--- config.mk ---
export PLATFORM = sky130hd
export DESIGN_NAME = arcade_drive_dither_brake_mixer
export DESIGN_NICKNAME = d
export VERILOG_FILES = /design/src/hw/rtl/adm_pkg.sv /design/src/hw/rtl/adm_front.sv /design/src/hw/rtl/adm_div_step.sv /design/src/hw/rtl/adm_back.sv /design/src/hw/rtl/arcade_drive_dither_brake_mixer.sv
export VERILOG_INCLUDE_DIRS = /design/src /design/src/hw/rtl
export SDC_FILE = /design/constraint.sdc
export NUM_CORES = 2
export LEC_CHECK = 0
export BUFFER_PORTS_ARGS = -buffer_cell sky130_fd_sc_hd__buf_2
export CAP_MARGIN = 20
export CORE_MARGIN = 5
export CORE_UTILIZATION = 60
export CTS_CLUSTER_DIAMETER = 40
export DETAILED_ROUTE_END_ITERATION = 6
export PLACE_DENSITY = 0.81
export REMOVE_ABC_BUFFERS = 1
export SLEW_MARGIN = 20
export SYNTH_ARGS = -nofsm -noshare
export SYNTH_HDL_FRONTEND = slang
export SYNTH_SLANG_ARGS = --single-unit
--- constraint.sdc ---
create_clock -name clk_i -period 20.8 [get_ports clk_i]
set_clock_uncertainty 0.2 [all_clocks]
set_input_delay 2.08 -clock clk_i [delete_from_list [all_inputs] [get_ports clk_i]]
set_output_delay 2.08 -clock clk_i [all_outputs]
set_load 0.005 [all_outputs]
--- src/hw/rtl/assert_macros.svh ---
// assertion helpers used by the top-level rtl file
// both macros expect clk_i and rst_ni in scope
`ifndef ASSERT_MACROS_SVH
`define ASSERT_MACROS_SVH

// antecedent implies consequent in the same cycle
`define ADM_ASSERT_IMPL(label, ante, cons) \
  label: assert property (@(posedge clk_i) disable iff (!rst_ni) (ante) |-> (cons)) \
    else $error("adm implication check failed");

// condition must never be true
`define ADM_ASSERT_NEVER(label, cond) \
  label: assert property (@(posedge clk_i) disable iff (!rst_ni) !(cond)) \
    else $error("adm forbidden condition seen");

`endif

--- src/hw/rtl/adm_pkg.sv ---
// ----------------------------------------------------------------------------
// adm_pkg
// Shared constants, codes and pipeline payload types of the arcade drive
// mixer with dither braking.
// ----------------------------------------------------------------------------
`timescale 1ns / 1ps
`default_nettype none

package adm_pkg;

  localparam int SampleW  = 16;
  localparam int FracW    = SampleW - 1;
  localparam int PwrW     = SampleW + 1;
  localparam int MagW     = SampleW;
  localparam int RemW     = MagW + 1;
  localparam int AmtW     = 4;
  localparam int NumW     = MagW + AmtW;
  localparam int DivSteps = FracW;
  localparam int CfgIdxW  = 4;
  localparam int CfgDataW = 16;

  localparam logic [AmtW-1:0]  MaxBrakeReset = AmtW'(8);
  localparam logic [FracW-1:0] ThrReset      = FracW'(((1 << FracW) * 10) / 128);
  localparam logic [FracW-1:0] DeadbandReset = FracW'(((1 << FracW) * 25) / 128);

  typedef enum logic [1:0] {
    ACT_NONE  = 2'd0,
    ACT_COAST = 2'd1,
    ACT_BRAKE = 2'd2
  } act_e;

  typedef enum logic [CfgIdxW-1:0] {
    REG_SQUARED     = 4'd0,
    REG_MAX_BRAKING = 4'd1,
    REG_TIP_THRESH  = 4'd2,
    REG_DEADBAND    = 4'd3
  } cfg_idx_e;

  typedef struct packed {
    logic             squared;
    logic [AmtW-1:0]  max_braking;
    logic [FracW-1:0] tip_thr;
    logic [FracW-1:0] deadband;
  } cfg_t;

  typedef struct packed {
    logic signed [PwrW-1:0] fwd;
    logic signed [PwrW-1:0] left;
    logic signed [PwrW-1:0] right;
    logic                   tip;
    logic                   inb_left;
    logic                   scale;
    logic                   sat;
  } side_t;

  typedef struct packed {
    logic [RemW-1:0]  rem;
    logic [FracW-1:0] sh;
    logic [FracW-1:0] quo;
  } lane_t;

  typedef struct packed {
    lane_t sc;
    lane_t br;
    side_t side;
  } div_t;

endpackage

`default_nettype wire

--- src/hw/rtl/adm_front.sv ---
// ----------------------------------------------------------------------------
// adm_front
// Two pipeline stages: optional sign-keeping squaring, then mixing,
// region decode and setup of the scaling and braking dividends.
// ----------------------------------------------------------------------------
`timescale 1ns / 1ps
`default_nettype none

module adm_front (
  input  wire                                   clk_i,
  input  wire                                   rst_ni,
  input  adm_pkg::cfg_t                         cfg_i,
  input  wire            [adm_pkg::MagW-1:0]    brk_div_i,
  input  wire                                   in_valid_i,
  output logic                                  in_ready_o,
  input  wire signed     [adm_pkg::SampleW-1:0] forward_cmd_i,
  input  wire signed     [adm_pkg::SampleW-1:0] turn_cmd_i,
  output logic                                  out_valid_o,
  input  wire                                   out_ready_i,
  output adm_pkg::div_t                         out_o
);
  import adm_pkg::*;

  // stage 1: magnitudes, optionally squared
  logic              s1_valid_q, s1_ready;
  logic [MagW-1:0]   s1_mf_q, s1_mt_q;
  logic              s1_nf_q, s1_nt_q;
  logic [MagW-1:0]   mf_abs, mt_abs;
  logic [2*MagW-1:0] mf_prod, mt_prod;
  logic [MagW-1:0]   s1_mf_d, s1_mt_d;

  assign mf_abs  = ({MagW{forward_cmd_i[SampleW-1]}} ^ forward_cmd_i)
                 + MagW'(forward_cmd_i[SampleW-1]);
  assign mt_abs  = ({MagW{turn_cmd_i[SampleW-1]}} ^ turn_cmd_i)
                 + MagW'(turn_cmd_i[SampleW-1]);
  assign mf_prod = mf_abs * mf_abs;
  assign mt_prod = mt_abs * mt_abs;
  assign s1_mf_d = cfg_i.squared ? mf_prod[FracW+MagW-1:FracW] : mf_abs;
  assign s1_mt_d = cfg_i.squared ? mt_prod[FracW+MagW-1:FracW] : mt_abs;

  // stage 2
  logic s2_valid_q, s2_ready;
  div_t s2_q, s2_d;

  assign s1_ready   = !s1_valid_q || s2_ready;
  assign in_ready_o = s1_ready;

  always_ff @(posedge clk_i or negedge rst_ni) begin
    if (!rst_ni) begin
      s1_valid_q <= 1'b0;
    end else if (s1_ready) begin
      s1_valid_q <= in_valid_i;
    end
  end

  always_ff @(posedge clk_i) begin
    if (s1_ready && in_valid_i) begin
      s1_mf_q <= s1_mf_d;
      s1_mt_q <= s1_mt_d;
      s1_nf_q <= forward_cmd_i[SampleW-1];
      s1_nt_q <= turn_cmd_i[SampleW-1];
    end
  end

  logic                   negf, negt;
  logic signed [PwrW-1:0] fwd_pos, trn_pos, fwd, trn;
  logic [2*MagW-1:0]      prod_sc;
  logic [MagW-1:0]        diff;
  logic [AmtW:0]          maxp1;
  logic [NumW-1:0]        num;

  // a squared value of zero has no sign
  assign negf    = s1_nf_q && (|s1_mf_q);
  assign negt    = s1_nt_q && (|s1_mt_q);
  assign fwd_pos = $signed({1'b0, s1_mf_q});
  assign trn_pos = $signed({1'b0, s1_mt_q});
  assign fwd     = negf ? -fwd_pos : fwd_pos;
  assign trn     = negt ? -trn_pos : trn_pos;
  assign prod_sc = s1_mf_q * s1_mt_q;
  assign diff    = s1_mt_q - {1'b0, cfg_i.deadband};
  assign maxp1   = {1'b0, cfg_i.max_braking} + (AmtW+1)'(1);
  assign num     = NumW'(diff) * NumW'(maxp1);

  always_comb begin
    s2_d.side.fwd      = fwd;
    s2_d.side.tip      = s1_mf_q < {1'b0, cfg_i.tip_thr};
    s2_d.side.scale    = s1_mt_q < {1'b0, cfg_i.deadband};
    s2_d.side.inb_left = negt ? negf : !negf;
    // quotient of sixteen or more always saturates
    s2_d.side.sat      = num[NumW-1:AmtW] >= brk_div_i;
    if (s2_d.side.tip) begin
      s2_d.side.left  = -trn;
      s2_d.side.right = trn;
    end else begin
      s2_d.side.left  = fwd - trn;
      s2_d.side.right = fwd + trn;
    end
    // scaling quotient is known below 2^FracW, so the top half starts the remainder
    s2_d.sc.rem = RemW'(prod_sc[2*MagW-2:FracW]);
    s2_d.sc.sh  = prod_sc[FracW-1:0];
    s2_d.sc.quo = '0;
    // brake dividend bits trail with zeros, the quotient lands in the top bits
    s2_d.br.rem = RemW'(num[NumW-1:AmtW]);
    s2_d.br.sh  = {num[AmtW-1:0], (FracW-AmtW)'(0)};
    s2_d.br.quo = '0;
  end

  assign s2_ready = !s2_valid_q || out_ready_i;

  always_ff @(posedge clk_i or negedge rst_ni) begin
    if (!rst_ni) begin
      s2_valid_q <= 1'b0;
    end else if (s2_ready) begin
      s2_valid_q <= s1_valid_q;
    end
  end

  always_ff @(posedge clk_i) begin
    if (s2_ready && s1_valid_q) begin
      s2_q <= s2_d;
    end
  end

  assign out_valid_o = s2_valid_q;
  assign out_o       = s2_q;

endmodule

`default_nettype wire

--- src/hw/rtl/adm_div_step.sv ---
// ----------------------------------------------------------------------------
// adm_div_step
// One restoring division step for the scaling lane and the braking lane,
// registered, with its own valid bit and the side data carried along.
// ----------------------------------------------------------------------------
`timescale 1ns / 1ps
`default_nettype none

module adm_div_step (
  input  wire                               clk_i,
  input  wire                               rst_ni,
  input  wire           [adm_pkg::MagW-1:0] sc_div_i,
  input  wire           [adm_pkg::MagW-1:0] br_div_i,
  input  wire                               in_valid_i,
  output logic                              in_ready_o,
  input  adm_pkg::div_t                     in_i,
  output logic                              out_valid_o,
  input  wire                               out_ready_i,
  output adm_pkg::div_t                     out_o
);
  import adm_pkg::*;

  function automatic lane_t div_step_f(lane_t l, logic [MagW-1:0] d);
    logic [RemW-1:0] r;
    logic            ge;
    lane_t           n;
    r       = {l.rem[RemW-2:0], l.sh[FracW-1]};
    ge      = r >= {1'b0, d};
    n.rem   = ge ? r - {1'b0, d} : r;
    n.sh    = {l.sh[FracW-2:0], 1'b0};
    n.quo   = {l.quo[FracW-2:0], ge};
    return n;
  endfunction

  logic valid_q;
  div_t data_q, data_d;

  always_comb begin
    data_d      = in_i;
    data_d.sc   = div_step_f(in_i.sc, sc_div_i);
    data_d.br   = div_step_f(in_i.br, br_div_i);
  end

  assign in_ready_o = !valid_q || out_ready_i;

  always_ff @(posedge clk_i or negedge rst_ni) begin
    if (!rst_ni) begin
      valid_q <= 1'b0;
    end else if (in_ready_o) begin
      valid_q <= in_valid_i;
    end
  end

  always_ff @(posedge clk_i) begin
    if (in_ready_o && in_valid_i) begin
      data_q <= data_d;
    end
  end

  assign out_valid_o = valid_q;
  assign out_o       = data_q;

endmodule

`default_nettype wire

--- src/hw/rtl/adm_back.sv ---
// ----------------------------------------------------------------------------
// adm_back
// Output stage: applies the scaled inboard power, the saturated brake amount
// or coasting for turn in place, and holds the result until the downstream side takes it.
// ----------------------------------------------------------------------------
`timescale 1ns / 1ps
`default_nettype none

module adm_back (
  input  wire                                 clk_i,
  input  wire                                 rst_ni,
  input  wire         [adm_pkg::AmtW-1:0]     max_braking_i,
  input  wire                                 in_valid_i,
  output logic                                in_ready_o,
  input  adm_pkg::div_t                       in_i,
  output logic                                out_valid_o,
  input  wire                                 out_ready_i,
  output logic signed [adm_pkg::PwrW-1:0]     left_power_o,
  output logic signed [adm_pkg::PwrW-1:0]     right_power_o,
  output logic        [1:0]                   left_action_o,
  output logic        [1:0]                   right_action_o,
  output logic        [adm_pkg::AmtW-1:0]     brake_amount_o
);
  import adm_pkg::*;

  logic                   valid_q;
  logic signed [PwrW-1:0] left_q, left_d, right_q, right_d;
  act_e                   lact_q, lact_d, ract_q, ract_d;
  logic [AmtW-1:0]        amt_q, amt_d;

  logic signed [PwrW-1:0] q_sc, p;
  logic [AmtW-1:0]        q_br, brk;

  // fwd minus the quotient carrying the sign of fwd, i.e. truncation toward zero
  assign q_sc = in_i.side.fwd[PwrW-1] ? -$signed(PwrW'(in_i.sc.quo))
                                      : $signed(PwrW'(in_i.sc.quo));
  assign p    = in_i.side.fwd - q_sc;
  assign q_br = in_i.br.quo[FracW-1:FracW-AmtW];
  assign brk  = (in_i.side.sat || (q_br > max_braking_i)) ? max_braking_i : q_br;

  always_comb begin
    left_d  = in_i.side.left;
    right_d = in_i.side.right;
    lact_d  = ACT_NONE;
    ract_d  = ACT_NONE;
    amt_d   = '0;
    if (in_i.side.tip) begin
      lact_d = ACT_COAST;
      ract_d = ACT_COAST;
    end else if (in_i.side.scale) begin
      if (in_i.side.inb_left) begin
        left_d = p;
      end else begin
        right_d = p;
      end
    end else begin
      amt_d = brk;
      if (in_i.side.inb_left) begin
        left_d = '0;
        lact_d = ACT_BRAKE;
      end else begin
        right_d = '0;
        ract_d  = ACT_BRAKE;
      end
    end
  end

  assign in_ready_o = !valid_q || out_ready_i;

  always_ff @(posedge clk_i or negedge rst_ni) begin
    if (!rst_ni) begin
      valid_q <= 1'b0;
    end else if (in_ready_o) begin
      valid_q <= in_valid_i;
    end
  end

  always_ff @(posedge clk_i) begin
    if (in_ready_o && in_valid_i) begin
      left_q  <= left_d;
      right_q <= right_d;
      lact_q  <= lact_d;
      ract_q  <= ract_d;
      amt_q   <= amt_d;
    end
  end

  assign out_valid_o    = valid_q;
  assign left_power_o   = left_q;
  assign right_power_o  = right_q;
  assign left_action_o  = lact_q;
  assign right_action_o = ract_q;
  assign brake_amount_o = amt_q;

endmodule

`default_nettype wire

--- src/hw/rtl/arcade_drive_dither_brake_mixer.sv ---
// ----------------------------------------------------------------------------
// arcade_drive_dither_brake_mixer
// Arcade drive mixer with dither braking: forward and turn commands in,
// left and right powers with per-side coast or brake commands out.
// ----------------------------------------------------------------------------
// Takes one forward/turn request per clock unless the output stalls, and passes
// it through two stages of squaring and mixing, fifteen restoring division steps
// (one quotient bit each, the scaling and braking divisions side by side),
// and a registered output stage. Every stage has its own valid bit and
// passes ready upstream, so a stalled output fills the pipeline without
// losing requests and empty slots close up. Configuration registers (index
// 0 squared inputs, 1 max braking, 2 turn in place threshold, 3 deadband)
// are written through the cfg channel, which is always ready; write them
// only while no request is in flight. Unknown indexes are ignored.
`timescale 1ns / 1ps
`default_nettype none

`include "assert_macros.svh"

module arcade_drive_dither_brake_mixer (
  input  wire                                     clk_i,
  input  wire                                     rst_ni,
  input  wire                                     cfg_valid_i,
  output logic                                    cfg_ready_o,
  input  wire            [adm_pkg::CfgIdxW-1:0]   cfg_index_i,
  input  wire            [adm_pkg::CfgDataW-1:0]  cfg_data_i,
  input  wire                                     in_valid_i,
  output logic                                    in_ready_o,
  input  wire signed     [adm_pkg::SampleW-1:0]   forward_cmd_i,
  input  wire signed     [adm_pkg::SampleW-1:0]   turn_cmd_i,
  output logic                                    out_valid_o,
  input  wire                                     out_ready_i,
  output logic signed    [adm_pkg::PwrW-1:0]      left_power_o,
  output logic signed    [adm_pkg::PwrW-1:0]      right_power_o,
  output logic           [1:0]                    left_action_o,
  output logic           [1:0]                    right_action_o,
  output logic           [adm_pkg::AmtW-1:0]      brake_amount_o
);
  import adm_pkg::*;

  cfg_t            cfg_q;
  logic [MagW-1:0] brk_div;
  logic [MagW-1:0] sc_div;

  assign cfg_ready_o = 1'b1;

  always_ff @(posedge clk_i or negedge rst_ni) begin
    if (!rst_ni) begin
      cfg_q.squared     <= 1'b0;
      cfg_q.max_braking <= MaxBrakeReset;
      cfg_q.tip_thr     <= ThrReset;
      cfg_q.deadband    <= DeadbandReset;
    end else if (cfg_valid_i) begin
      case (cfg_idx_e'(cfg_index_i))
        REG_SQUARED:     cfg_q.squared     <= cfg_data_i[0];
        REG_MAX_BRAKING: cfg_q.max_braking <= cfg_data_i[AmtW-1:0];
        REG_TIP_THRESH:  cfg_q.tip_thr     <= cfg_data_i[FracW-1:0];
        REG_DEADBAND:    cfg_q.deadband    <= cfg_data_i[FracW-1:0];
        default: ;
      endcase
    end
  end

  // braking range below full scale, never zero
  assign brk_div = MagW'(1 << FracW) - MagW'(cfg_q.deadband);
  assign sc_div  = MagW'(cfg_q.deadband);

  div_t              div_pl [DivSteps+1];
  logic [DivSteps:0] div_v;
  logic [DivSteps:0] div_r;

  adm_front u_front (
    .clk_i         (clk_i),
    .rst_ni        (rst_ni),
    .cfg_i         (cfg_q),
    .brk_div_i     (brk_div),
    .in_valid_i    (in_valid_i),
    .in_ready_o    (in_ready_o),
    .forward_cmd_i (forward_cmd_i),
    .turn_cmd_i    (turn_cmd_i),
    .out_valid_o   (div_v[0]),
    .out_ready_i   (div_r[0]),
    .out_o         (div_pl[0])
  );

  for (genvar k = 0; k < DivSteps; k++) begin : g_div
    adm_div_step u_step (
      .clk_i       (clk_i),
      .rst_ni      (rst_ni),
      .sc_div_i    (sc_div),
      .br_div_i    (brk_div),
      .in_valid_i  (div_v[k]),
      .in_ready_o  (div_r[k]),
      .in_i        (div_pl[k]),
      .out_valid_o (div_v[k+1]),
      .out_ready_i (div_r[k+1]),
      .out_o       (div_pl[k+1])
    );
  end

  adm_back u_back (
    .clk_i          (clk_i),
    .rst_ni         (rst_ni),
    .max_braking_i  (cfg_q.max_braking),
    .in_valid_i     (div_v[DivSteps]),
    .in_ready_o     (div_r[DivSteps]),
    .in_i           (div_pl[DivSteps]),
    .out_valid_o    (out_valid_o),
    .out_ready_i    (out_ready_i),
    .left_power_o   (left_power_o),
    .right_power_o  (right_power_o),
    .left_action_o  (left_action_o),
    .right_action_o (right_action_o),
    .brake_amount_o (brake_amount_o)
  );

  logic vld_lbrake, vld_rbrake, vld_lcoast, vld_amount;

  assign vld_lbrake = out_valid_o && (left_action_o == ACT_BRAKE);
  assign vld_rbrake = out_valid_o && (right_action_o == ACT_BRAKE);
  assign vld_lcoast = out_valid_o && (left_action_o == ACT_COAST);
  assign vld_amount = out_valid_o && (brake_amount_o != '0);

  `ADM_ASSERT_NEVER(a_one_side_brakes, vld_lbrake && vld_rbrake)
  `ADM_ASSERT_IMPL(a_coast_pairs, vld_lcoast, right_action_o == ACT_COAST)
  `ADM_ASSERT_IMPL(a_amount_needs_brake, vld_amount, vld_lbrake || vld_rbrake)
  `ADM_ASSERT_IMPL(a_spin_mirrors, vld_lcoast, left_power_o == -right_power_o)

endmodule

`default_nettype wire

# [After elaboration in Yosys (flattened, before gate mapping)]
# Index checks and enable logic that the tools add are counted.
[totals] reg_bits=1859 input_bits=57 output_inout_bits=45 wordCells=431
[op_classes] addsub=40 mul=4 order_cmp=34 n_eq_ne=3 muxes=48 n_bitwise=2 n_reduce_logical=66
[op_table] cell="$mux 16" n=30
[op_table] cell="$ge 17x15->1" n=15
[op_table] cell="$ge 17x16->1" n=15
[op_table] cell="$sub 16x15->16" n=15
[op_table] cell="$sub 16x16->16" n=14
[op_table] cell="$mux 17" n=11
[op_table] cell="$mul 16x16->31" n=3
[op_table] cell="$mux 34" n=1
[op_table] cell="$neg 16->17" n=2
[op_table] cell="$sub 17x17->17" n=2
[op_table] cell="$add 16x1->16" n=2
[op_table] cell="$lt 16x15->1" n=2
[op_table] cell="$reduce_or 16->1" n=2
[op_table] cell="$xor 16x16->16" n=2
[op_table] cell="$logic_and 1x1->1" n=20
[op_table] cell="$mul 16x5->20" n=1
[op_table] cell="$logic_not 1->1" n=19
[op_table] cell="$logic_or 1x1->1" n=19
[op_table] cell="$add 17x17->17" n=1
[op_table] cell="$neg 15->17" n=1
[op_table] cell="$neg 17->17" n=1
[op_table] cell="$ge 16x16->1" n=1
[op_table] cell="$sub 16x15->16 const A" n=1
[op_table] cell="$eq 4x2->1 const B" n=2
[op_table] cell="other kinds (9)" n=15

# [Depth between registers and ports, before layout]
[depth] ltp_word=20 depth_mapped=36 ltp_nobuf=34

# [Cells and area by module]
# From an unflattened synthesis, not the netlist that was laid out.
[unflattened] cells_unflattened=11416 area_unflattened_um2=141682.1
[modules_own_cells] module="adm_div_step at g_div[0].u_step ..." instances=6 cells_per_inst=482 area_each_um2=6926.6 seq_area_each_um2=4439.3
[modules_own_cells] module="adm_front" instances=1 cells_per_inst=3769 area_each_um2=33861.2 seq_area_each_um2=4224.1
[modules_own_cells] module="adm_div_step at g_div[3].u_step ..." instances=3 cells_per_inst=476 area_each_um2=6846.6 seq_area_each_um2=4439.3
[modules_own_cells] module="adm_div_step at g_div[6].u_step ..." instances=2 cells_per_inst=475 area_each_um2=6839.1 seq_area_each_um2=4439.3
[modules_own_cells] module="adm_div_step at g_div[8].u_step ..." instances=2 cells_per_inst=470 area_each_um2=6746.5 seq_area_each_um2=4439.3
[modules_own_cells] module="adm_div_step at g_div[2].u_step" instances=1 cells_per_inst=482 area_each_um2=6885.4 seq_area_each_um2=4439.3
[modules_own_cells] module="adm_div_step at g_div[10].u_step" instances=1 cells_per_inst=493 area_each_um2=6826.5 seq_area_each_um2=4439.3
[modules_own_cells] module="adm_back" instances=1 cells_per_inst=342 area_each_um2=3199.3 seq_area_each_um2=1256.2
[modules_own_cells] module="arcade_drive_dither_brake_mixer" instances=1 cells_per_inst=120 area_each_um2=1639.1 seq_area_each_um2=883.3

# [Least setup slack after synthesis]
# No wires, ideal clock.
[synth_path] kind="input port to flip-flop" startpoint="input port forward_cmd_i[15] in the netlist's numbering" endpoint="register u_front.s1_mf_q[15], data pin" setup_ps=158 arrival_ps=10276 required_ps=20442 path_slack_ps=10166 stages=33 path_buffers=3 path_cell_list="clkbuf_1 clkbuf_1 buf_1 xor2_1 ha_1 nand2_1 nor2_1 nand2_1 xnor2_1 clkinv_1 nor2_1 fa_1 inv_1 fa_1 inv_1 fa_1 fa_1 fa_1 inv_1 fa_1 inv_1 ha_1 o21a_1 o21a_1 o22ai_1 a21oi_1 a41oi_1 o21ai_0 a31oi_1 o21bai_1 xnor2_1 or4_1 o211ai_1"
[synth_via] elab_chain_len=4
[synth_lines] item="start, declared" line_no="arcade_drive_dither_brake_mixer.sv:29" rtl="input wire signed [adm_pkg::SampleW-1:0] forward_cmd_i,"
[synth_lines] item="$xor 16x16->16" line_no="adm_front.sv:32" rtl="assign mf_abs = ({MagW{forward_cmd_i[SampleW-1]}} ^ forward_cmd_i)"
[synth_lines] item="$add 16x1->16 *" line_no="adm_front.sv:33" rtl="+ MagW'(forward_cmd_i[SampleW-1]);"
[synth_lines] item="$mul 16x16->31" line_no="adm_front.sv:36" rtl="assign mf_prod = mf_abs * mf_abs;"
[synth_lines] item="$mux 16 *" line_no="adm_front.sv:38" rtl="assign s1_mf_d = cfg_i.squared ? mf_prod[FracW+MagW-1:FracW] : mf_abs;"
[synth_lines] item="net u_front.s1_mf_d[15]" line_no="adm_front.sv:30" rtl="logic [MagW-1:0] s1_mf_d, s1_mt_d;"
[synth_lines] item="end signal, assigned" line_no="adm_front.sv:58" rtl="s1_mf_q <= s1_mf_d;"
[synth_lines] item="end, declared" line_no="adm_front.sv:26" rtl="logic [MagW-1:0] s1_mf_q, s1_mt_q;"
# The timed path passes the listed nets; every way through them passes the cells marked *.
# A chain may end at the register's enable or synchronous reset.

# [Worst setup path in the final report]
# Same ends and word-level chain as after synthesis.

==> out/metrics.yaml <==
finish:
  drive_gt1_share_pct: 9.15
  diodes: 0
  fin_cells: 9919
  area_delta_synth_final_pct: 9.63
  fin_nets: 9068
  final_cell_mix: "edfxtp_1, inv_1, ha_1"
  n_fill_cell: 10700
  mostFrequentLayoutCell: "edfxtp_1"
route:
  wl_mm: 200
  wl_per_cell_um: 20.1
  drtAntennaViolNets: 0
  drt_iter0_markers: 4716
  num_vias: 57600
  drc: 0
  vias_per_cell: 5.81
  dr.pass1.iters: 6
cts:
  clock-sinks: 1600
  clk_pin_slew_ns: 0.08
  postCtsSetupRepairBufs: 0
  cts-hold-fix-buffers: 0
  clk_latency_ns: 0.81
  cts_buffer_depth: 3
  cts_tree: "built"
  cts_resized: 0
  clock-root-buffer: "clkbuf_16"
  h-tree-depth: 4
  cts_buffers: 168
critical_path:
  crit_slowest_cell: "xnor2_1"
  max_stage_delay_ns: 0.87
  cp-end-kind: "flip-flop"
  arrival_ns: 11.91
  start_kind: "input pin"
  critPathKind: "input pin to flip-flop"
  required_ns: 21.20
  reg2regPathDepth: 26
  path_max_fanout: 34
logic_synthesis:
  synth_mux_area_share_pct: 2.71
  synth-compound-area-share_pct: 6.97
  synth_edf_count: 1547
  synth_top_family_by_area: "adder cells"
  synth-xor-area-share_pct: 4.36
  async_flop_share_pct: 3.31
  yosysSeqAreaShare_pct: 50.9
  synth-main-ff-cell: "edfxtp_1"
  mappedNetlistArea_sq_um: 93900
  synth.ff_latch_count: 1600
  yosys.area_share.simple_pct: 8.48
  synth-adder-area-share_pct: 21.9
  yosys.cell_types.count: 81
  synth_warnings: 0
  syn_avg_cell_area_sq_um: 12.5
  synthCells: 7530
placed_design:
  place.gp.congestion: 0.917
  dp_hpwl_mm: 135
  placedCellCount: 9604
  port_buffers: 99
timing:
  period_share_pct: 55.3
  rsz0062_at_grt: "no"
  relSlewSlack_pct: 19.7
  clock.fmax_ghz: 0.0869
  slew_viol_final: 0
  setup_viol: 0
  timing.hold.ws_ns: 0.191
  tns_ns: 0
  hold_viol_final: 0
  min_period_ns: 11.51
  worstMarginPinSlew_ns: 1.20
global_routing:
  grt_use_met2_pct: 44.2
  grtUsageMet1_pct: 29.9
  track_usage_pct: 24.7
  grt_overflow: 0
  grt_start_max_net_pins: 90
  grt_pass1_wl_mm: 321
  grt_pass1_vias: 61000
  gr-usage-met3_pct: 3.97
  grt-busiest-layer: "met2"
  grt_antenna_before_repair: 2
floorplan:
  start_util_pct: 60.2
  dieArea_sq_um: 164000
  die_h_um: 406
  rows: 145
  io-pin-count: 102
  die_x_um: 406
  coreArea_sq_um: 156000
job:
  drv_cap: 0
worst_hold_path:
  hold_path.class: "flip-flop to flip-flop"
  hold_depth: 0
status:
  status: "completed"
==> final timing paths <==
check / from / end / slack (ns)
setup / recovery: forward_cmd_i[15] / u_front.s1_mf_q[15] / 9.29
hold / removal: g_div[2].u_step.out_o[57] / g_div[3].u_step.out_o[58] / 0.19
setup reg to reg: u_front.s1_mt_q[1] / u_front.out_o[0] / 12.25
hold reg to reg: g_div[2].u_step.out_o[57] / g_div[3].u_step.out_o[58] / 0.19
max in group asynchronous: rst_ni / cfg_q[34] / 18.43
min in group asynchronous: rst_ni / g_div[13].u_step.out_valid_o / 1.21
==> critical path: cells and delay by family <==
kind	cells	cell delay, ns
AO/OA/AOI/OAI	10	2.44
adder cells (fa/ha/maj)	8	3.76
XOR/XNOR	2	1.03
buffers and inverters	8	1.57
multiplexers	1	0.16
AND/OR/NAND/NOR	3	0.83
==> cell families after synthesis <==
kind of cell | after synthesis
AOI/OAI and AO/OA | 1066
buffers and inverters | 1167
other | 2
xor gates and xnor gates | 466
DFF | 1600
muxes | 230
adders and majority gates | 1292
and+or+nand+nor | 1707
==> metal layers <==
metal  vias to the layer above  routed length, um
li1                      26400                  -
met1                     28400              75000
met2                      2244             103000
met3                       576              13200
met4                         0               8460
met5                         -                  0
==> layout make-up <==
cell class | count | area (sq um) | share of cell area [%]
sequential | 1600 | 47800 | 46.4
multi-input combinational | 4782 | 41900 | 40.8
clock buffer | 200 | 4380 | 4.25
inverter | 994 | 3730 | 3.63
tap | 2058 | 2570 | 2.50
clock inverter | 112 | 1400 | 1.36
timing repair buffer | 173 | 1090 | 1.06
==> sequential cells by signal, indices dropped and copies added, names as in the netlist <==
register,cells
cfg_q,35
g_div.u_step.out_o,1367
g_div.u_step.out_valid_o,15
u_back.brake_amount_o,4
u_back.left_action_o,1
u_back.left_power_o,17
u_back.out_valid_o,1
u_back.right_action_o,2
u_back.right_power_o,17
u_front.out_o,105
u_front.out_valid_o,1
u_front.s1_mf_q,16
u_front.s1_mt_q,16
u_front.s1_nf_q,1
u_front.s1_nt_q,1
u_front.s1_valid_q,1
==> synth_stat cells, types with 20 or more instances <==
master / count / area share (%)
o21ai_0: 281 / 1.5
a21o_1: 140 / 1.1
a21oi_1: 347 / 1.9
mux2_2: 193 / 2.3
or3_1: 34 / 0.23
o21bai_1: 32 / 0.26
buf_1: 20 / 0.080
edfxtp_1: 1547 / 49
and2_1: 124 / 0.83
nand3_1: 79 / 0.42
clkbuf_1: 148 / 0.59
mux2i_1: 37 / 0.39
fa_1: 583 / 12
nor3_1: 93 / 0.50
ha_1: 709 / 9.5
a31oi_1: 25 / 0.17
nand4_1: 52 / 0.35
and3_1: 27 / 0.18
o31ai_1: 30 / 0.24
nor2_1: 411 / 1.6
xor2_1: 159 / 1.5
xnor2_1: 306 / 2.9
inv_1: 986 / 3.9
a21boi_0: 32 / 0.26
nand2_1: 630 / 2.5
nand2b_1: 91 / 0.61
nor2b_1: 70 / 0.47
dfrtp_1: 47 / 1.3
o21a_1: 34 / 0.27
or2_2: 28 / 0.19
==> metrics by stage <==
stage,utilization [%],setup WS [ns],cell area (sq um)
floorplan,-,10.68,93300
global placement,62.3,8.76,97000
detailed placement,62.3,8.57,97100
CTS,66.0,9.37,103000
global route,66.0,8.65,103000
finish,66.0,9.29,103000
Power is left out: the tool's default activity adds up to more than one toggle a clock period on the data nets, which glitch-free logic cannot reach.
